$ cat src/rtl/teg_pkg.sv
// ----------------------------------------------------------------------------
// teg_pkg
// Shared types and constants for the table-driven envelope generator:
// request and phase codes, datapath operation selects, controller states and
// the command and status bundles that pass between controller and datapath.
// ----------------------------------------------------------------------------
package teg_pkg;

  // field widths
  localparam int REQ_W       = 2;
  localparam int INDEX_W     = 4;
  localparam int DATA_W      = 16;
  localparam int ACT_W       = 3;
  localparam int CFG_W       = 15;
  localparam int PHASE_W     = 4;
  localparam int FINE_W      = 32;
  localparam int REG_IDX_W   = 2;
  localparam int INDEX_RANGE = 1 << INDEX_W;

  // divider widths
  localparam int DIVIDEND_W  = 32;
  localparam int DIVISOR_W   = 16;

  // sustain hold is sustain level / 16 ticks
  localparam int SUS_SHIFT   = 4;

  // release cuts off below this level
  localparam logic signed [DATA_W-1:0] RELEASE_FLOOR = 16'sd100;

  // action flag bit positions
  localparam int ACT_HANG    = 0;
  localparam int ACT_DECAY   = 1;
  localparam int ACT_RELEASE = 2;

  // sentinel delays of a table entry
  localparam logic [DATA_W-1:0] DLY_DISABLE = 16'h0000;
  localparam logic [DATA_W-1:0] DLY_HANG    = 16'hFFFF;
  localparam logic [DATA_W-1:0] DLY_GOTO    = 16'hFFFE;
  localparam logic [DATA_W-1:0] DLY_RESTART = 16'hFFFD;

  typedef enum logic [REQ_W-1:0] {
    REQ_TICK  = 2'd0,
    REQ_WRITE = 2'd1,
    REQ_POST  = 2'd2,
    REQ_START = 2'd3
  } req_t;

  typedef enum logic [REG_IDX_W-1:0] {
    REG_INITIAL = 2'd0,
    REG_SUSTAIN = 2'd1,
    REG_STEP    = 2'd2
  } cfg_reg_t;

  typedef enum logic [PHASE_W-1:0] {
    PH_DISABLED   = 4'd0,
    PH_INITIAL    = 4'd1,
    PH_START_LOOP = 4'd2,
    PH_LOOP       = 4'd3,
    PH_FADE       = 4'd4,
    PH_HANG       = 4'd5,
    PH_DECAY      = 4'd6,
    PH_RELEASE    = 4'd7,
    PH_SUSTAIN    = 4'd8
  } phase_t;

  typedef enum logic [2:0] {
    EK_DISABLE,
    EK_HANG,
    EK_GOTO,
    EK_RESTART,
    EK_FADE
  } ent_kind_t;

  typedef enum logic [2:0] {
    LVL_KEEP,
    LVL_INITIAL,
    LVL_STEP,
    LVL_SUSTAIN,
    LVL_ZERO,
    LVL_FADE
  } lvl_op_t;

  typedef enum logic [2:0] {
    TCK_KEEP,
    TCK_CLEAR,
    TCK_ENTRY,
    TCK_DEC,
    TCK_SUSTAIN
  } tck_op_t;

  typedef enum logic [1:0] {
    PTR_KEEP,
    PTR_ZERO,
    PTR_INC,
    PTR_GOTO
  } ptr_op_t;

  typedef enum logic [1:0] {
    VEL_KEEP,
    VEL_CLEAR,
    VEL_QUOT
  } vel_op_t;

  typedef enum logic [1:0] {
    FINE_KEEP,
    FINE_LOAD,
    FINE_ADD
  } fine_op_t;

  typedef enum logic [2:0] {
    C_IDLE,
    C_RUN,
    C_DECODE,
    C_DIV_GOTO,
    C_DIV_FADE,
    C_FLAGS,
    C_DONE
  } ctl_state_t;

  // controller to datapath
  typedef struct packed {
    logic     capture;
    logic     mem_wr;
    logic     mem_rd;
    logic     div_start;
    logic     div_goto;
    lvl_op_t  lvl_op;
    tck_op_t  tck_op;
    ptr_op_t  ptr_op;
    vel_op_t  vel_op;
    fine_op_t fine_op;
    logic     out_load;
    phase_t   phase;
  } teg_cmd_t;

  // datapath to controller
  typedef struct packed {
    req_t             req;
    logic [ACT_W-1:0] action_bits;
    ent_kind_t        ent_kind;
    logic             div_done;
    logic             fade_end;
    logic             sus_end;
    logic             sustain_nz;
    logic             below_sus;
    logic             below_floor;
  } teg_sts_t;

endpackage

$ cat src/rtl/teg_div.sv
// ----------------------------------------------------------------------------
// teg_div
// Radix-2 restoring divider, one quotient bit per cycle. Signed operands are
// taken as magnitudes and the quotient sign is restored at the end, so the
// quotient truncates toward zero.
// ----------------------------------------------------------------------------
module teg_div
  import teg_pkg::*;
(
  input  logic                  clk,
  input  logic                  rst_n,
  input  logic                  start,
  input  logic                  signed_op,
  input  logic [DIVIDEND_W-1:0] dividend,
  input  logic [DIVISOR_W-1:0]  divisor,
  output logic                  done,
  output logic [DIVIDEND_W-1:0] quotient
);

  localparam int CNT_W = $clog2(DIVIDEND_W);
  localparam logic [CNT_W-1:0] CNT_LAST = CNT_W'(DIVIDEND_W - 1);

  logic                  busy_r, busy_nxt;
  logic                  done_r, done_nxt;
  logic [CNT_W-1:0]      cnt_r, cnt_nxt;
  logic [DIVIDEND_W-1:0] quo_r, quo_nxt;
  logic [DIVISOR_W-1:0]  rem_r, rem_nxt;
  logic [DIVISOR_W-1:0]  den_r, den_nxt;
  logic                  neg_r, neg_nxt;

  logic                  dvd_neg, dvs_neg;
  logic [DIVIDEND_W-1:0] dvd_mag;
  logic [DIVISOR_W-1:0]  dvs_mag;
  logic [DIVISOR_W:0]    rem_sh, rem_diff;
  logic                  fits;

  // operand magnitudes
  always_comb begin
    dvd_neg = signed_op & dividend[DIVIDEND_W-1];
    dvs_neg = signed_op & divisor[DIVISOR_W-1];
    dvd_mag = dvd_neg ? (~dividend + DIVIDEND_W'(1)) : dividend;
    dvs_mag = dvs_neg ? (~divisor + DIVISOR_W'(1)) : divisor;
  end

  // one shift-subtract step
  always_comb begin
    rem_sh   = {rem_r, quo_r[DIVIDEND_W-1]};
    rem_diff = rem_sh - {1'b0, den_r};
    fits     = ~rem_diff[DIVISOR_W];
  end

  // iteration control
  always_comb begin
    busy_nxt = busy_r;
    done_nxt = 1'b0;
    cnt_nxt  = cnt_r;
    quo_nxt  = quo_r;
    rem_nxt  = rem_r;
    den_nxt  = den_r;
    neg_nxt  = neg_r;
    if (start) begin
      busy_nxt = 1'b1;
      cnt_nxt  = '0;
      quo_nxt  = dvd_mag;
      rem_nxt  = '0;
      den_nxt  = dvs_mag;
      neg_nxt  = dvd_neg ^ dvs_neg;
    end else if (busy_r) begin
      quo_nxt = {quo_r[DIVIDEND_W-2:0], fits};
      rem_nxt = fits ? rem_diff[DIVISOR_W-1:0] : rem_sh[DIVISOR_W-1:0];
      cnt_nxt = cnt_r + CNT_W'(1);
      if (cnt_r == CNT_LAST) begin
        busy_nxt = 1'b0;
        done_nxt = 1'b1;
      end
    end
  end

  always_ff @(posedge clk) begin
    if (!rst_n) begin
      busy_r <= 1'b0;
      done_r <= 1'b0;
      cnt_r  <= '0;
    end else begin
      busy_r <= busy_nxt;
      done_r <= done_nxt;
      cnt_r  <= cnt_nxt;
    end
  end

  always_ff @(posedge clk) begin
    quo_r <= quo_nxt;
    rem_r <= rem_nxt;
    den_r <= den_nxt;
    neg_r <= neg_nxt;
  end

  assign done     = done_r;
  assign quotient = neg_r ? (~quo_r + DIVIDEND_W'(1)) : quo_r;

endmodule

$ cat src/rtl/teg_dp.sv
// ----------------------------------------------------------------------------
// teg_dp
// Envelope datapath: request capture, configuration registers, the envelope
// table, level and 16.16 fine level, fade velocity, tick counter, table
// pointer, the fade divider, the goto slot fold and the result register.
// ----------------------------------------------------------------------------
module teg_dp
  import teg_pkg::*;
#(
  parameter int ENV_DEPTH = 16
) (
  input  logic                     clk,
  input  logic                     rst_n,
  input  logic [REQ_W-1:0]         in_req_type,
  input  logic [INDEX_W-1:0]       in_entry_index,
  input  logic signed [DATA_W-1:0] in_entry_delay,
  input  logic signed [DATA_W-1:0] in_entry_arg,
  input  logic [ACT_W-1:0]         in_action_bits,
  input  logic                     cfg_we,
  input  logic [REG_IDX_W-1:0]     cfg_index,
  input  logic [CFG_W-1:0]         cfg_data,
  input  teg_cmd_t                 cmd,
  output teg_sts_t                 sts,
  output logic signed [DATA_W-1:0] out_level,
  output logic [PHASE_W-1:0]       out_phase
);

  localparam int PW = $clog2(ENV_DEPTH);
  localparam logic [PW-1:0]     PTR_LAST = PW'(ENV_DEPTH - 1);
  localparam logic [DATA_W-1:0] DEPTH_W  = DATA_W'(ENV_DEPTH);

  // goto fold: arg * floor(2^GOTO_SH / depth) >> GOTO_SH is low by at most one
  localparam int GOTO_SH = 24;
  localparam int GOTO_PW = DATA_W + GOTO_SH;
  localparam logic [GOTO_SH-1:0] GOTO_MUL = GOTO_SH'((64'd1 << GOTO_SH) / ENV_DEPTH);

  // captured request
  logic [REQ_W-1:0]   req_r;
  logic [INDEX_W-1:0] idx_r;
  logic [DATA_W-1:0]  delay_r;
  logic [DATA_W-1:0]  arg_r;
  logic [ACT_W-1:0]   bits_r;

  // configuration
  logic [CFG_W-1:0] initial_r, sustain_r, step_r;

  // envelope state
  logic [DATA_W-1:0] level_r, level_nxt;
  logic [FINE_W-1:0] fine_r, fine_nxt;
  logic [FINE_W-1:0] vel_r, vel_nxt;
  logic [DATA_W-1:0] ticks_r, ticks_nxt;
  logic [PW-1:0]     ptr_r, ptr_nxt;

  // table memory
  logic [2*DATA_W-1:0] mem [ENV_DEPTH];
  logic [2*DATA_W-1:0] rd_data_r;
  logic [PW-1:0]       idx_tab [INDEX_RANGE];

  // result register
  logic [DATA_W-1:0]  out_level_r;
  logic [PHASE_W-1:0] out_phase_r;

  // working values
  logic [DATA_W-1:0]     ent_delay, ent_arg, fade_diff;
  logic [DATA_W:0]       sub_wide;
  logic [DATA_W-1:0]     sub_lvl;
  logic signed [DATA_W:0] sub_cmp, sus_cmp;
  logic [DATA_W-1:0]     ticks_dec;
  logic [FINE_W-1:0]     fine_sum;
  logic [DIVIDEND_W-1:0] div_dvd, div_quo;
  logic [DIVISOR_W-1:0]  div_dvs;
  logic                  div_done;
  ent_kind_t             ent_kind;
  logic [GOTO_PW-1:0]    goto_prod;
  logic [DATA_W-1:0]     goto_q_r;
  logic [DATA_W-1:0]     goto_rem0;
  logic [PW-1:0]         goto_slot;

  // slot number of each entry index, folded into the table depth
  for (genvar gi = 0; gi < INDEX_RANGE; gi++) begin : g_idx
    assign idx_tab[gi] = PW'(gi % ENV_DEPTH);
  end

  // request capture
  always_ff @(posedge clk) begin
    if (cmd.capture) begin
      req_r   <= in_req_type;
      idx_r   <= in_entry_index;
      delay_r <= in_entry_delay;
      arg_r   <= in_entry_arg;
      bits_r  <= in_action_bits;
    end
  end

  // configuration registers
  always_ff @(posedge clk) begin
    if (!rst_n) begin
      initial_r <= '0;
      sustain_r <= '0;
      step_r    <= '0;
    end else if (cfg_we) begin
      case (cfg_reg_t'(cfg_index))
        REG_INITIAL: initial_r <= cfg_data;
        REG_SUSTAIN: sustain_r <= cfg_data;
        REG_STEP:    step_r    <= cfg_data;
        default:     ;
      endcase
    end
  end

  // table write and registered read
  always_ff @(posedge clk) begin
    if (cmd.mem_wr) begin
      mem[idx_tab[idx_r]] <= {delay_r, arg_r};
    end
    if (cmd.mem_rd) begin
      rd_data_r <= mem[ptr_r];
    end
  end

  // entry decode
  always_comb begin
    ent_delay = rd_data_r[2*DATA_W-1:DATA_W];
    ent_arg   = rd_data_r[DATA_W-1:0];
    case (ent_delay)
      DLY_DISABLE: ent_kind = EK_DISABLE;
      DLY_HANG:    ent_kind = EK_HANG;
      DLY_GOTO:    ent_kind = EK_GOTO;
      DLY_RESTART: ent_kind = EK_RESTART;
      default:     ent_kind = EK_FADE;
    endcase
  end

  // divider operands: fade slope
  always_comb begin
    fade_diff = ent_arg - level_r;
    div_dvd   = {fade_diff, {(DIVIDEND_W-DATA_W){1'b0}}};
    div_dvs   = ent_delay;
  end

  teg_div u_div (
    .clk       (clk),
    .rst_n     (rst_n),
    .start     (cmd.div_start),
    .signed_op (1'b1),
    .dividend  (div_dvd),
    .divisor   (div_dvs),
    .done      (div_done),
    .quotient  (div_quo)
  );

  // goto slot: quotient estimate registered, then one correcting subtract
  always_comb begin
    goto_prod = GOTO_PW'(ent_arg) * GOTO_PW'(GOTO_MUL);
    goto_rem0 = ent_arg - goto_q_r * DEPTH_W;
    goto_slot = (goto_rem0 >= DEPTH_W) ? PW'(goto_rem0 - DEPTH_W) : PW'(goto_rem0);
  end

  always_ff @(posedge clk) begin
    if (cmd.div_goto) begin
      goto_q_r <= goto_prod[GOTO_PW-1:GOTO_SH];
    end
  end

  // decay and release step with saturation
  always_comb begin
    sub_wide = {level_r[DATA_W-1], level_r} - {2'b00, step_r};
    if (sub_wide[DATA_W] & ~sub_wide[DATA_W-1]) begin
      sub_lvl = {1'b1, {(DATA_W-1){1'b0}}};
    end else begin
      sub_lvl = sub_wide[DATA_W-1:0];
    end
    sub_cmp   = $signed({sub_lvl[DATA_W-1], sub_lvl});
    sus_cmp   = $signed({2'b00, sustain_r});
    ticks_dec = ticks_r - DATA_W'(1);
    fine_sum  = fine_r + vel_r;
  end

  // state updates
  always_comb begin
    case (cmd.lvl_op)
      LVL_INITIAL: level_nxt = {1'b0, initial_r};
      LVL_STEP:    level_nxt = sub_lvl;
      LVL_SUSTAIN: level_nxt = {1'b0, sustain_r};
      LVL_ZERO:    level_nxt = '0;
      LVL_FADE:    level_nxt = fine_sum[FINE_W-1:FINE_W-DATA_W];
      default:     level_nxt = level_r;
    endcase
    case (cmd.fine_op)
      FINE_LOAD: fine_nxt = {level_r, {(FINE_W-DATA_W){1'b0}}};
      FINE_ADD:  fine_nxt = fine_sum;
      default:   fine_nxt = fine_r;
    endcase
    case (cmd.vel_op)
      VEL_CLEAR: vel_nxt = '0;
      VEL_QUOT:  vel_nxt = div_quo;
      default:   vel_nxt = vel_r;
    endcase
    case (cmd.tck_op)
      TCK_CLEAR:   ticks_nxt = '0;
      TCK_ENTRY:   ticks_nxt = ent_delay;
      TCK_DEC:     ticks_nxt = ticks_dec;
      TCK_SUSTAIN: ticks_nxt = DATA_W'(sustain_r >> SUS_SHIFT);
      default:     ticks_nxt = ticks_r;
    endcase
    case (cmd.ptr_op)
      PTR_ZERO: ptr_nxt = '0;
      PTR_INC:  ptr_nxt = (ptr_r == PTR_LAST) ? '0 : ptr_r + PW'(1);
      PTR_GOTO: ptr_nxt = goto_slot;
      default:  ptr_nxt = ptr_r;
    endcase
  end

  always_ff @(posedge clk) begin
    if (!rst_n) begin
      level_r <= '0;
      fine_r  <= '0;
      vel_r   <= '0;
      ticks_r <= '0;
      ptr_r   <= '0;
    end else begin
      level_r <= level_nxt;
      fine_r  <= fine_nxt;
      vel_r   <= vel_nxt;
      ticks_r <= ticks_nxt;
      ptr_r   <= ptr_nxt;
    end
  end

  // result register
  always_ff @(posedge clk) begin
    if (cmd.out_load) begin
      out_level_r <= level_r;
      out_phase_r <= cmd.phase;
    end
  end

  // status back to the controller
  always_comb begin
    sts.req         = req_t'(req_r);
    sts.action_bits = bits_r;
    sts.ent_kind    = ent_kind;
    sts.div_done    = div_done;
    sts.fade_end    = ticks_dec[DATA_W-1] | (ticks_dec == '0);
    sts.sus_end     = (ticks_dec == '0);
    sts.sustain_nz  = (sustain_r != '0);
    sts.below_sus   = (sub_cmp < sus_cmp);
    sts.below_floor = ($signed(sub_lvl) < RELEASE_FLOOR);
  end

  assign out_level = out_level_r;
  assign out_phase = out_phase_r;

endmodule

$ cat src/rtl/teg_ctrl.sv
// ----------------------------------------------------------------------------
// teg_ctrl
// Envelope controller: owns the envelope phase and the pending action flags,
// sequences one request at a time through the datapath and hands the result
// to the output channel.
// ----------------------------------------------------------------------------
module teg_ctrl
  import teg_pkg::*;
(
  input  logic     clk,
  input  logic     rst_n,
  input  logic     in_valid,
  output logic     in_stall,
  output logic     out_valid,
  input  logic     out_stall,
  input  teg_sts_t sts,
  output teg_cmd_t cmd
);

  ctl_state_t       state_r, state_nxt;
  phase_t           phase_r, phase_nxt;
  logic [ACT_W-1:0] pending_r, pending_nxt;
  logic             out_valid_r, out_valid_nxt;
  logic             out_free;

  assign out_free = ~out_valid_r | ~out_stall;

  // next state
  always_comb begin
    state_nxt = state_r;
    case (state_r)
      C_IDLE: begin
        if (in_valid) state_nxt = C_RUN;
      end
      C_RUN: begin
        if (sts.req != REQ_TICK) begin
          state_nxt = C_DONE;
        end else begin
          case (phase_r)
            PH_DISABLED:   state_nxt = C_DONE;
            PH_INITIAL:    state_nxt = pending_r[ACT_HANG] ? C_FLAGS : C_RUN;
            PH_START_LOOP: state_nxt = C_RUN;
            PH_LOOP:       state_nxt = C_DECODE;
            default:       state_nxt = C_FLAGS;
          endcase
        end
      end
      C_DECODE: begin
        case (sts.ent_kind)
          EK_GOTO: state_nxt = C_DIV_GOTO;
          EK_FADE: state_nxt = C_DIV_FADE;
          default: state_nxt = C_FLAGS;
        endcase
      end
      C_DIV_GOTO: state_nxt = C_FLAGS;
      C_DIV_FADE: begin
        if (sts.div_done) state_nxt = C_RUN;
      end
      C_FLAGS: state_nxt = C_DONE;
      C_DONE: begin
        if (out_free) state_nxt = C_IDLE;
      end
      default: state_nxt = C_IDLE;
    endcase
  end

  // commands, phase and flag updates
  always_comb begin
    cmd           = '0;
    cmd.lvl_op    = LVL_KEEP;
    cmd.tck_op    = TCK_KEEP;
    cmd.ptr_op    = PTR_KEEP;
    cmd.vel_op    = VEL_KEEP;
    cmd.fine_op   = FINE_KEEP;
    cmd.phase     = phase_r;
    cmd.capture   = (state_r == C_IDLE) & in_valid;
    phase_nxt     = phase_r;
    pending_nxt   = pending_r;
    out_valid_nxt = out_valid_r & out_stall;
    case (state_r)
      C_RUN: begin
        case (sts.req)
          REQ_WRITE: cmd.mem_wr = 1'b1;
          REQ_POST:  pending_nxt = pending_r | sts.action_bits;
          REQ_START: begin
            phase_nxt   = PH_INITIAL;
            pending_nxt = '0;
            cmd.vel_op  = VEL_CLEAR;
            cmd.tck_op  = TCK_CLEAR;
          end
          default: begin
            // one step of the phase machine
            case (phase_r)
              PH_INITIAL: begin
                cmd.lvl_op = LVL_INITIAL;
                phase_nxt  = pending_r[ACT_HANG] ? PH_HANG : PH_START_LOOP;
              end
              PH_START_LOOP: begin
                cmd.ptr_op  = PTR_ZERO;
                cmd.fine_op = FINE_LOAD;
                phase_nxt   = PH_LOOP;
              end
              PH_LOOP: cmd.mem_rd = 1'b1;
              PH_FADE: begin
                cmd.fine_op = FINE_ADD;
                cmd.lvl_op  = LVL_FADE;
                cmd.tck_op  = TCK_DEC;
                if (sts.fade_end) phase_nxt = PH_LOOP;
              end
              PH_DECAY, PH_RELEASE: begin
                if (sts.sustain_nz && (phase_r == PH_DECAY)) begin
                  if (sts.below_sus) begin
                    cmd.lvl_op = LVL_SUSTAIN;
                    cmd.tck_op = TCK_SUSTAIN;
                    phase_nxt  = PH_SUSTAIN;
                  end else begin
                    cmd.lvl_op = LVL_STEP;
                  end
                end else if (sts.below_floor) begin
                  cmd.lvl_op = LVL_ZERO;
                  phase_nxt  = PH_DISABLED;
                end else begin
                  cmd.lvl_op = LVL_STEP;
                end
              end
              PH_SUSTAIN: begin
                cmd.tck_op = TCK_DEC;
                if (sts.sus_end) phase_nxt = PH_RELEASE;
              end
              default: ;
            endcase
          end
        endcase
      end
      C_DECODE: begin
        cmd.tck_op = TCK_ENTRY;
        case (sts.ent_kind)
          EK_DISABLE: phase_nxt = PH_DISABLED;
          EK_HANG:    phase_nxt = PH_HANG;
          EK_RESTART: phase_nxt = PH_INITIAL;
          EK_GOTO:    cmd.div_goto = 1'b1;
          EK_FADE:    cmd.div_start = 1'b1;
          default:    ;
        endcase
      end
      C_DIV_GOTO: cmd.ptr_op = PTR_GOTO;
      C_DIV_FADE: begin
        if (sts.div_done) begin
          cmd.vel_op = VEL_QUOT;
          cmd.ptr_op = PTR_INC;
          phase_nxt  = PH_FADE;
        end
      end
      C_FLAGS: begin
        // pending flags taken at the start of the tick, applied at its end
        if (pending_r[ACT_DECAY]) begin
          phase_nxt   = PH_DECAY;
          pending_nxt = pending_r & ~(ACT_W'(1) << ACT_DECAY);
        end
        if (pending_r[ACT_RELEASE]) begin
          phase_nxt   = PH_RELEASE;
          pending_nxt = pending_r & ~((ACT_W'(1) << ACT_RELEASE) | (ACT_W'(1) << ACT_DECAY));
        end
      end
      C_DONE: begin
        if (out_free) begin
          cmd.out_load  = 1'b1;
          out_valid_nxt = 1'b1;
        end
      end
      default: ;
    endcase
  end

  always_ff @(posedge clk) begin
    if (!rst_n) begin
      state_r     <= C_IDLE;
      phase_r     <= PH_DISABLED;
      pending_r   <= '0;
      out_valid_r <= 1'b0;
    end else begin
      state_r     <= state_nxt;
      phase_r     <= phase_nxt;
      pending_r   <= pending_nxt;
      out_valid_r <= out_valid_nxt;
    end
  end

  assign in_stall  = (state_r != C_IDLE);
  assign out_valid = out_valid_r;

endmodule

$ cat src/rtl/table_driven_envelope_generator.sv
// ----------------------------------------------------------------------------
// table_driven_envelope_generator
// Integer envelope generator driven by a loaded table of (delay, level)
// entries, with linear 16.16 fades, decay to sustain, timed sustain and
// release cut-off.
//
//   channel | handshake                | carries
//   --------+--------------------------+----------------------------------------
//   in      | in_valid / in_stall      | req_type, entry_index, delay, arg, bits
//   out     | out_valid / out_stall    | level, phase
//   cfg     | cfg_valid / cfg_ready    | cfg_index, cfg_data
//
// One request is in flight at a time. A tick that loads a fade entry waits on
// the bit-serial divider (32 steps) that forms the fade slope. The result
// register frees the block for the next transfer in while a result waits.
// rst_n is synchronous; there is no clearing pass.
// ----------------------------------------------------------------------------
module table_driven_envelope_generator
  import teg_pkg::*;
#(
  parameter int ENV_DEPTH = 16
) (
  input  logic                     clk,
  input  logic                     rst_n,
  input  logic                     in_valid,
  output logic                     in_stall,
  input  logic [REQ_W-1:0]         in_req_type,
  input  logic [INDEX_W-1:0]       in_entry_index,
  input  logic signed [DATA_W-1:0] in_entry_delay,
  input  logic signed [DATA_W-1:0] in_entry_arg,
  input  logic [ACT_W-1:0]         in_action_bits,
  output logic                     out_valid,
  input  logic                     out_stall,
  output logic signed [DATA_W-1:0] out_level,
  output logic [PHASE_W-1:0]       out_phase,
  input  logic                     cfg_valid,
  output logic                     cfg_ready,
  input  logic [REG_IDX_W-1:0]     cfg_index,
  input  logic [CFG_W-1:0]         cfg_data
);

  teg_cmd_t cmd;
  teg_sts_t sts;

  // the user must write registers only while idle; the block does not enforce it, so a write is always taken
  assign cfg_ready = 1'b1;

  teg_ctrl u_ctrl (
    .clk       (clk),
    .rst_n     (rst_n),
    .in_valid  (in_valid),
    .in_stall  (in_stall),
    .out_valid (out_valid),
    .out_stall (out_stall),
    .sts       (sts),
    .cmd       (cmd)
  );

  teg_dp #(
    .ENV_DEPTH (ENV_DEPTH)
  ) u_dp (
    .clk            (clk),
    .rst_n          (rst_n),
    .in_req_type    (in_req_type),
    .in_entry_index (in_entry_index),
    .in_entry_delay (in_entry_delay),
    .in_entry_arg   (in_entry_arg),
    .in_action_bits (in_action_bits),
    .cfg_we         (cfg_valid & cfg_ready),
    .cfg_index      (cfg_index),
    .cfg_data       (cfg_data),
    .cmd            (cmd),
    .sts            (sts),
    .out_level      (out_level),
    .out_phase      (out_phase)
  );

endmodule

$ cat config.mk
export PLATFORM = sky130hd
export DESIGN_NAME = table_driven_envelope_generator
export DESIGN_NICKNAME = d
export VERILOG_FILES = /design/src/rtl/teg_pkg.sv /design/src/rtl/teg_div.sv /design/src/rtl/teg_dp.sv /design/src/rtl/teg_ctrl.sv /design/src/rtl/table_driven_envelope_generator.sv
export SDC_FILE = /design/constraint.sdc
export NUM_CORES = 1
export LEC_CHECK = 0
export BUFFER_PORTS_ARGS = -buffer_cell sky130_fd_sc_hd__buf_2
export CAP_MARGIN = 20
export CORE_MARGIN = 8
export CORE_UTILIZATION = 50
export CTS_CLUSTER_DIAMETER = 40
export DETAILED_ROUTE_END_ITERATION = 12
export HOLD_SLACK_MARGIN = 0.12
export PLACE_DENSITY_LB_ADDON = 0.1
export SETUP_SLACK_MARGIN = 0.3
export SLEW_MARGIN = 0
export SYNTH_ARGS = -nofsm -noshare
export SYNTH_HDL_FRONTEND = slang
export SYNTH_SLANG_ARGS = --single-unit
export TNS_END_PERCENT = 5
$ cat constraint.sdc
create_clock -name clk -period 6.5 [get_ports clk]
set_input_delay 0.65 -clock clk [delete_from_list [all_inputs] [get_ports clk]]
set_output_delay 0.65 -clock clk [all_outputs]
set_load 0.01 [all_outputs]
==> results.ini <==
[cts]
tritoncts = built
clk_path_buf_depth = 3
worst_skew_pair.late_latency_ns = 0.68
post-cts-setup-buffers = 0
clockRootBuffer = sky130_fd_sc_hd__clkbuf_16
clkTransAtPathRegs_ns = 0.06
numCtsBuffers = 118
clock_tree.htree_level_count = 3
cts_repair_resize_count = 0
cts_sinks = 833
cts_hold_buffers = 31

[hold_path]
worstHoldPathCells = 1
min_path_type = in2reg

[critical_path]
regToRegSetupSlack_ns = 1.30
setup.worst_path.start_class = flop
path_depth = 22
slowest_delay_ns = 0.57
cp_num_buf_inv = 4
top_delay_family_on_crit_path = compound AO/OA/AOI/OAI gates
reg2regPathDepth = 22
cp_max_fo = 16
arrival_ns = 5.80
worst-setup-path-type = reg2reg
slowest_stage = sky130_fd_sc_hd__o311ai_0
worst_setup_path_end_kind = flop
cp.required_ns = 7.10
cell_chain_critical_path = inv_1 > ha_1 > inv_1 > fa_1 > a211oi_1 > o21bai_1 > nand3_1 > nand2_1 > o311ai_0 > nor2_1 > ha_1 > nand3_1 > or2_2 > o221ai_1 > nor2_1 > o21bai_1 > o41ai_4 > buf_4 > nor4_2 > buf_4 > o21ai_0 > a21oi_1

[synthesis]
syn_avg_cell_area_um2 = 13.8
cell_area_after_synthesis_um2 = 37300
yosys.area_share.xor_xnor_pct = 3.31
synth_sequential_area_ratio_pct = 62.3
synth-edff-count = 654
synth_area_leaders = sky130_fd_sc_hd__edfxtp_1, sky130_fd_sc_hd__mux4_2, sky130_fd_sc_hd__dfxtp_1
synth_mux_area_share_pct = 10.4
synth_top_area_share_pct = 52.7
yosys.area_share.adder_pct = 3.87
synth.net_count = 2881
synthArstFlopShare_pct = 0
synth.distinct_cells = 78
synth_top_family_by_area = multiplexers
synth-seq-cells = 833
synth_simple_gate_area_share_pct = 8.02
synth_area_leader_cell = sky130_fd_sc_hd__edfxtp_1
yosysWarningCount = 0
synth_cells = 2705
synth_compound_area_share_pct = 9.70
postSynth.topFlopCell = sky130_fd_sc_hd__edfxtp_1

[global_route]
grt_start_max_net_pins = 70
grt_first_pass_wirelength_um = 142000
gr-total-overflow = 0
antenna_found_initial = 2
grt_pass1_vias = 23327
grtUsageTotal_pct = 22.4

[placed_design]
gp_routability_congestion = 0.865
hpwl_um = 57100
dpl-instance-area_um2 = 39000
placement.io_buffers = 84

[pwr]
cellLeakagePower_nw = 14.9
finalPower_mw = 15.9
p_per_area_nw_per_um2 = 363
worst_vdd_drop_mv = 0.255

[sta]
post-route-period-util_pct = 80.0
worst_slew_pin_slew_ns = 1.02
worst_clock_skew_ns = 0.0495
tns_ns = 0
finalSetupViolations = 0
timing_max_transition_violations_final = 0
hold_viol_final = 0
grt_setup_unrepaired = false
max_clock_freq_mhz = 192
max_transition_margin_pct = 31.8
final.min_clock_period_ns = 5.20
timing.hold.ws_ns = 0.161

[final_layout]
layout-drive-gt1-share_pct = 18.6
syn2layout_area_growth_pct = 17.1
ff_latch_area_um2 = 23200
n_fill_cell = 5773
finalCoreUtilization_pct = 58.9
finalNetCount = 3030
fin_area_um2 = 43700
multi_input_area_um2 = 13300

[detailed_routing]
postRouteAntennaNets = 0
first_iter_violations = 1964
dr_total_vias = 23405
drt_wl_total_um = 94100
detail_route.vias_per_cell = 5.96
drcViolationCount = 0
avgRoutedWirePerCell_um = 24.0
drt_pass1_iterations = 8

[floorplanning]
coreArea_um2 = 74200
pin_count = 86
die_y_um = 289
design.die.area_um2 = 83600
initial_utilization_pct = 50.3
floorplan.rows = 100
die_width_um = 289

[run]
maxCapViolations = 0

[run_status]
status = finished clean

## cell families (layout without fill, tap and decap cells)
kind of cell,count (synthesis),in the layout
adders and majority gates,113,113
DFF,833,833
buffers and inverters,235,488
and+or+nand+nor,636,636
other,1,2
AOI/OAI and AO/OA,557,557
xor gates and xnor gates,141,141
muxes,189,189
## power by group
part / total [mW] / switching, mW / leakage (nW) / internal [mW]
clock network: 6.90 / 2.48 / 2.10 / 4.41
logic: 2.33 / 1.34 / 5.46 / 0.984
registers: 6.64 / 0.403 / 7.37 / 6.24
total: 15.9 / 4.23 / 14.9 / 11.6
## metal layers
| metal | share of wire (%) | vias to the layer above | wire length, um | global-route usage (%) |
|---|---|---|---|---|
| met1 | 43 | 11798 | 40400 | 29.5 |
| met3 | 4.9 | 186 | 4640 | 3.62 |
| met4 | 3.3 | 0 | 3130 | 8.10 |
| met2 | 49 | 688 | 45900 | 37.5 |
| met5 | 0 | - | 0 | 0 |
| li1 | - | 10733 | - | - |
## placed cells by master (no fill, tap or decap), types with 15 or more instances in the layout
cell / instances
sky130_fd_sc_hd__buf_2: 84
sky130_fd_sc_hd__mux2i_1: 26
sky130_fd_sc_hd__nand2_1: 216
sky130_fd_sc_hd__a211oi_1: 22
sky130_fd_sc_hd__nand3_1: 37
sky130_fd_sc_hd__xnor2_1: 109
sky130_fd_sc_hd__dfxtp_1: 176
sky130_fd_sc_hd__inv_1: 98
sky130_fd_sc_hd__a31oi_1: 31
sky130_fd_sc_hd__nor2_1: 157
sky130_fd_sc_hd__dlygate4sd3_1: 32
sky130_fd_sc_hd__and3_1: 15
sky130_fd_sc_hd__nor3_1: 41
sky130_fd_sc_hd__a21o_1: 25
sky130_fd_sc_hd__bufinv_16: 23
sky130_fd_sc_hd__nand2b_1: 24
sky130_fd_sc_hd__a21oi_1: 160
sky130_fd_sc_hd__mux4_2: 160
sky130_fd_sc_hd__a22oi_1: 52
sky130_fd_sc_hd__edfxtp_1: 654
sky130_fd_sc_hd__buf_4: 41
sky130_fd_sc_hd__o21a_1: 23
sky130_fd_sc_hd__clkbuf_16: 122
sky130_fd_sc_hd__or3_1: 15
sky130_fd_sc_hd__nor2b_1: 24
sky130_fd_sc_hd__o21ai_0: 108
sky130_fd_sc_hd__and2_1: 19
sky130_fd_sc_hd__xor2_1: 31
sky130_fd_sc_hd__o31ai_1: 19
sky130_fd_sc_hd__ha_1: 109
## metrics by stage
stage | cells | setup slack (ns)
floorplan | 2705 | 1.57
global placement | 3665 | 1.45
detailed placement | 3669 | 1.36
CTS | 3924 | 1.32
global route | 3927 | 0.836
finish | 3928 | 1.30
## cells in the mapped netlist, types with 7 or more instances
| cell | n |
|---|---|
| sky130_fd_sc_hd__edfxtp_1 | 654 |
| sky130_fd_sc_hd__nand2_1 | 217 |
| sky130_fd_sc_hd__dfxtp_1 | 179 |
| sky130_fd_sc_hd__nor2_1 | 169 |
| sky130_fd_sc_hd__a21oi_1 | 161 |
| sky130_fd_sc_hd__mux4_2 | 160 |
| sky130_fd_sc_hd__clkbuf_1 | 115 |
| sky130_fd_sc_hd__ha_1 | 109 |
| sky130_fd_sc_hd__xnor2_1 | 109 |
| sky130_fd_sc_hd__o21ai_0 | 108 |
| sky130_fd_sc_hd__inv_1 | 99 |
| sky130_fd_sc_hd__a22oi_1 | 52 |
| sky130_fd_sc_hd__nor3_1 | 45 |
| sky130_fd_sc_hd__nand3_1 | 37 |
| sky130_fd_sc_hd__xor2_1 | 32 |
| sky130_fd_sc_hd__a31oi_1 | 31 |
| sky130_fd_sc_hd__mux2i_1 | 26 |
| sky130_fd_sc_hd__a21o_1 | 25 |
| sky130_fd_sc_hd__nor2b_1 | 25 |
| sky130_fd_sc_hd__nand2b_1 | 24 |
| sky130_fd_sc_hd__a211oi_1 | 23 |
| sky130_fd_sc_hd__o21a_1 | 23 |
| sky130_fd_sc_hd__and2_1 | 19 |
| sky130_fd_sc_hd__o31ai_1 | 19 |
| sky130_fd_sc_hd__buf_1 | 18 |
| sky130_fd_sc_hd__and3_1 | 17 |
| sky130_fd_sc_hd__nor4_1 | 15 |
| sky130_fd_sc_hd__or3_1 | 15 |
| sky130_fd_sc_hd__nand4_1 | 14 |
| sky130_fd_sc_hd__o221ai_1 | 14 |
| sky130_fd_sc_hd__o21bai_1 | 13 |
| sky130_fd_sc_hd__a222oi_1 | 12 |
| sky130_fd_sc_hd__o41ai_1 | 10 |
| sky130_fd_sc_hd__o211ai_1 | 9 |
| sky130_fd_sc_hd__or2_2 | 7 |
## cell type report
| cell class | count | area share, % |
|---|---|---|
| Antenna cell | 1 | 0.00573 |
| Inverter | 100 | 0.865 |
| Clock inverter | 91 | 2.84 |
| Tap cell | 969 | 2.78 |
| Timing Repair Buffer | 164 | 2.64 |
| Sequential cell | 833 | 53.2 |
| Multi-Input combinational cell | 1637 | 30.5 |
| Clock buffer | 133 | 7.15 |
## sequential cells by signal, indices dropped and copies added, names as in the netlist, 4 cells and up
signal            cells
u_dp.initial_r       15
u_dp.delay_r         16
u_dp.vel_r           32
u_ctrl.phase_r        4
u_dp.ticks_r         16
u_dp.step_r          15
u_dp.u_div.den_r     16
u_dp.u_div.cnt_r      5
u_dp.sustain_r       15
u_dp.mem            512
u_dp.level_r         16
u_dp.u_div.quo_r     32
u_dp.out_phase        4
u_dp.u_div.rem_r     16
u_dp.arg_r           16
u_dp.out_level       16
u_dp.rd_data_r       32
u_dp.ptr_r            4
u_dp.fine_r          32
u_dp.idx_r            4
## worst paths after layout
| check | startpoint | to |
|---|---|---|
| worst max-delay path | u_dp.level_r[0] | u_dp.ticks_r[13] |
| worst min-delay path | in_entry_index[3] | u_dp.idx_r[3] |
| worst max register to register | u_dp.level_r[0] | u_dp.ticks_r[13] |
| worst min register to register | u_dp.step_r[10] | u_dp.step_r[10] |
Power figures use the tool's default switching activity.
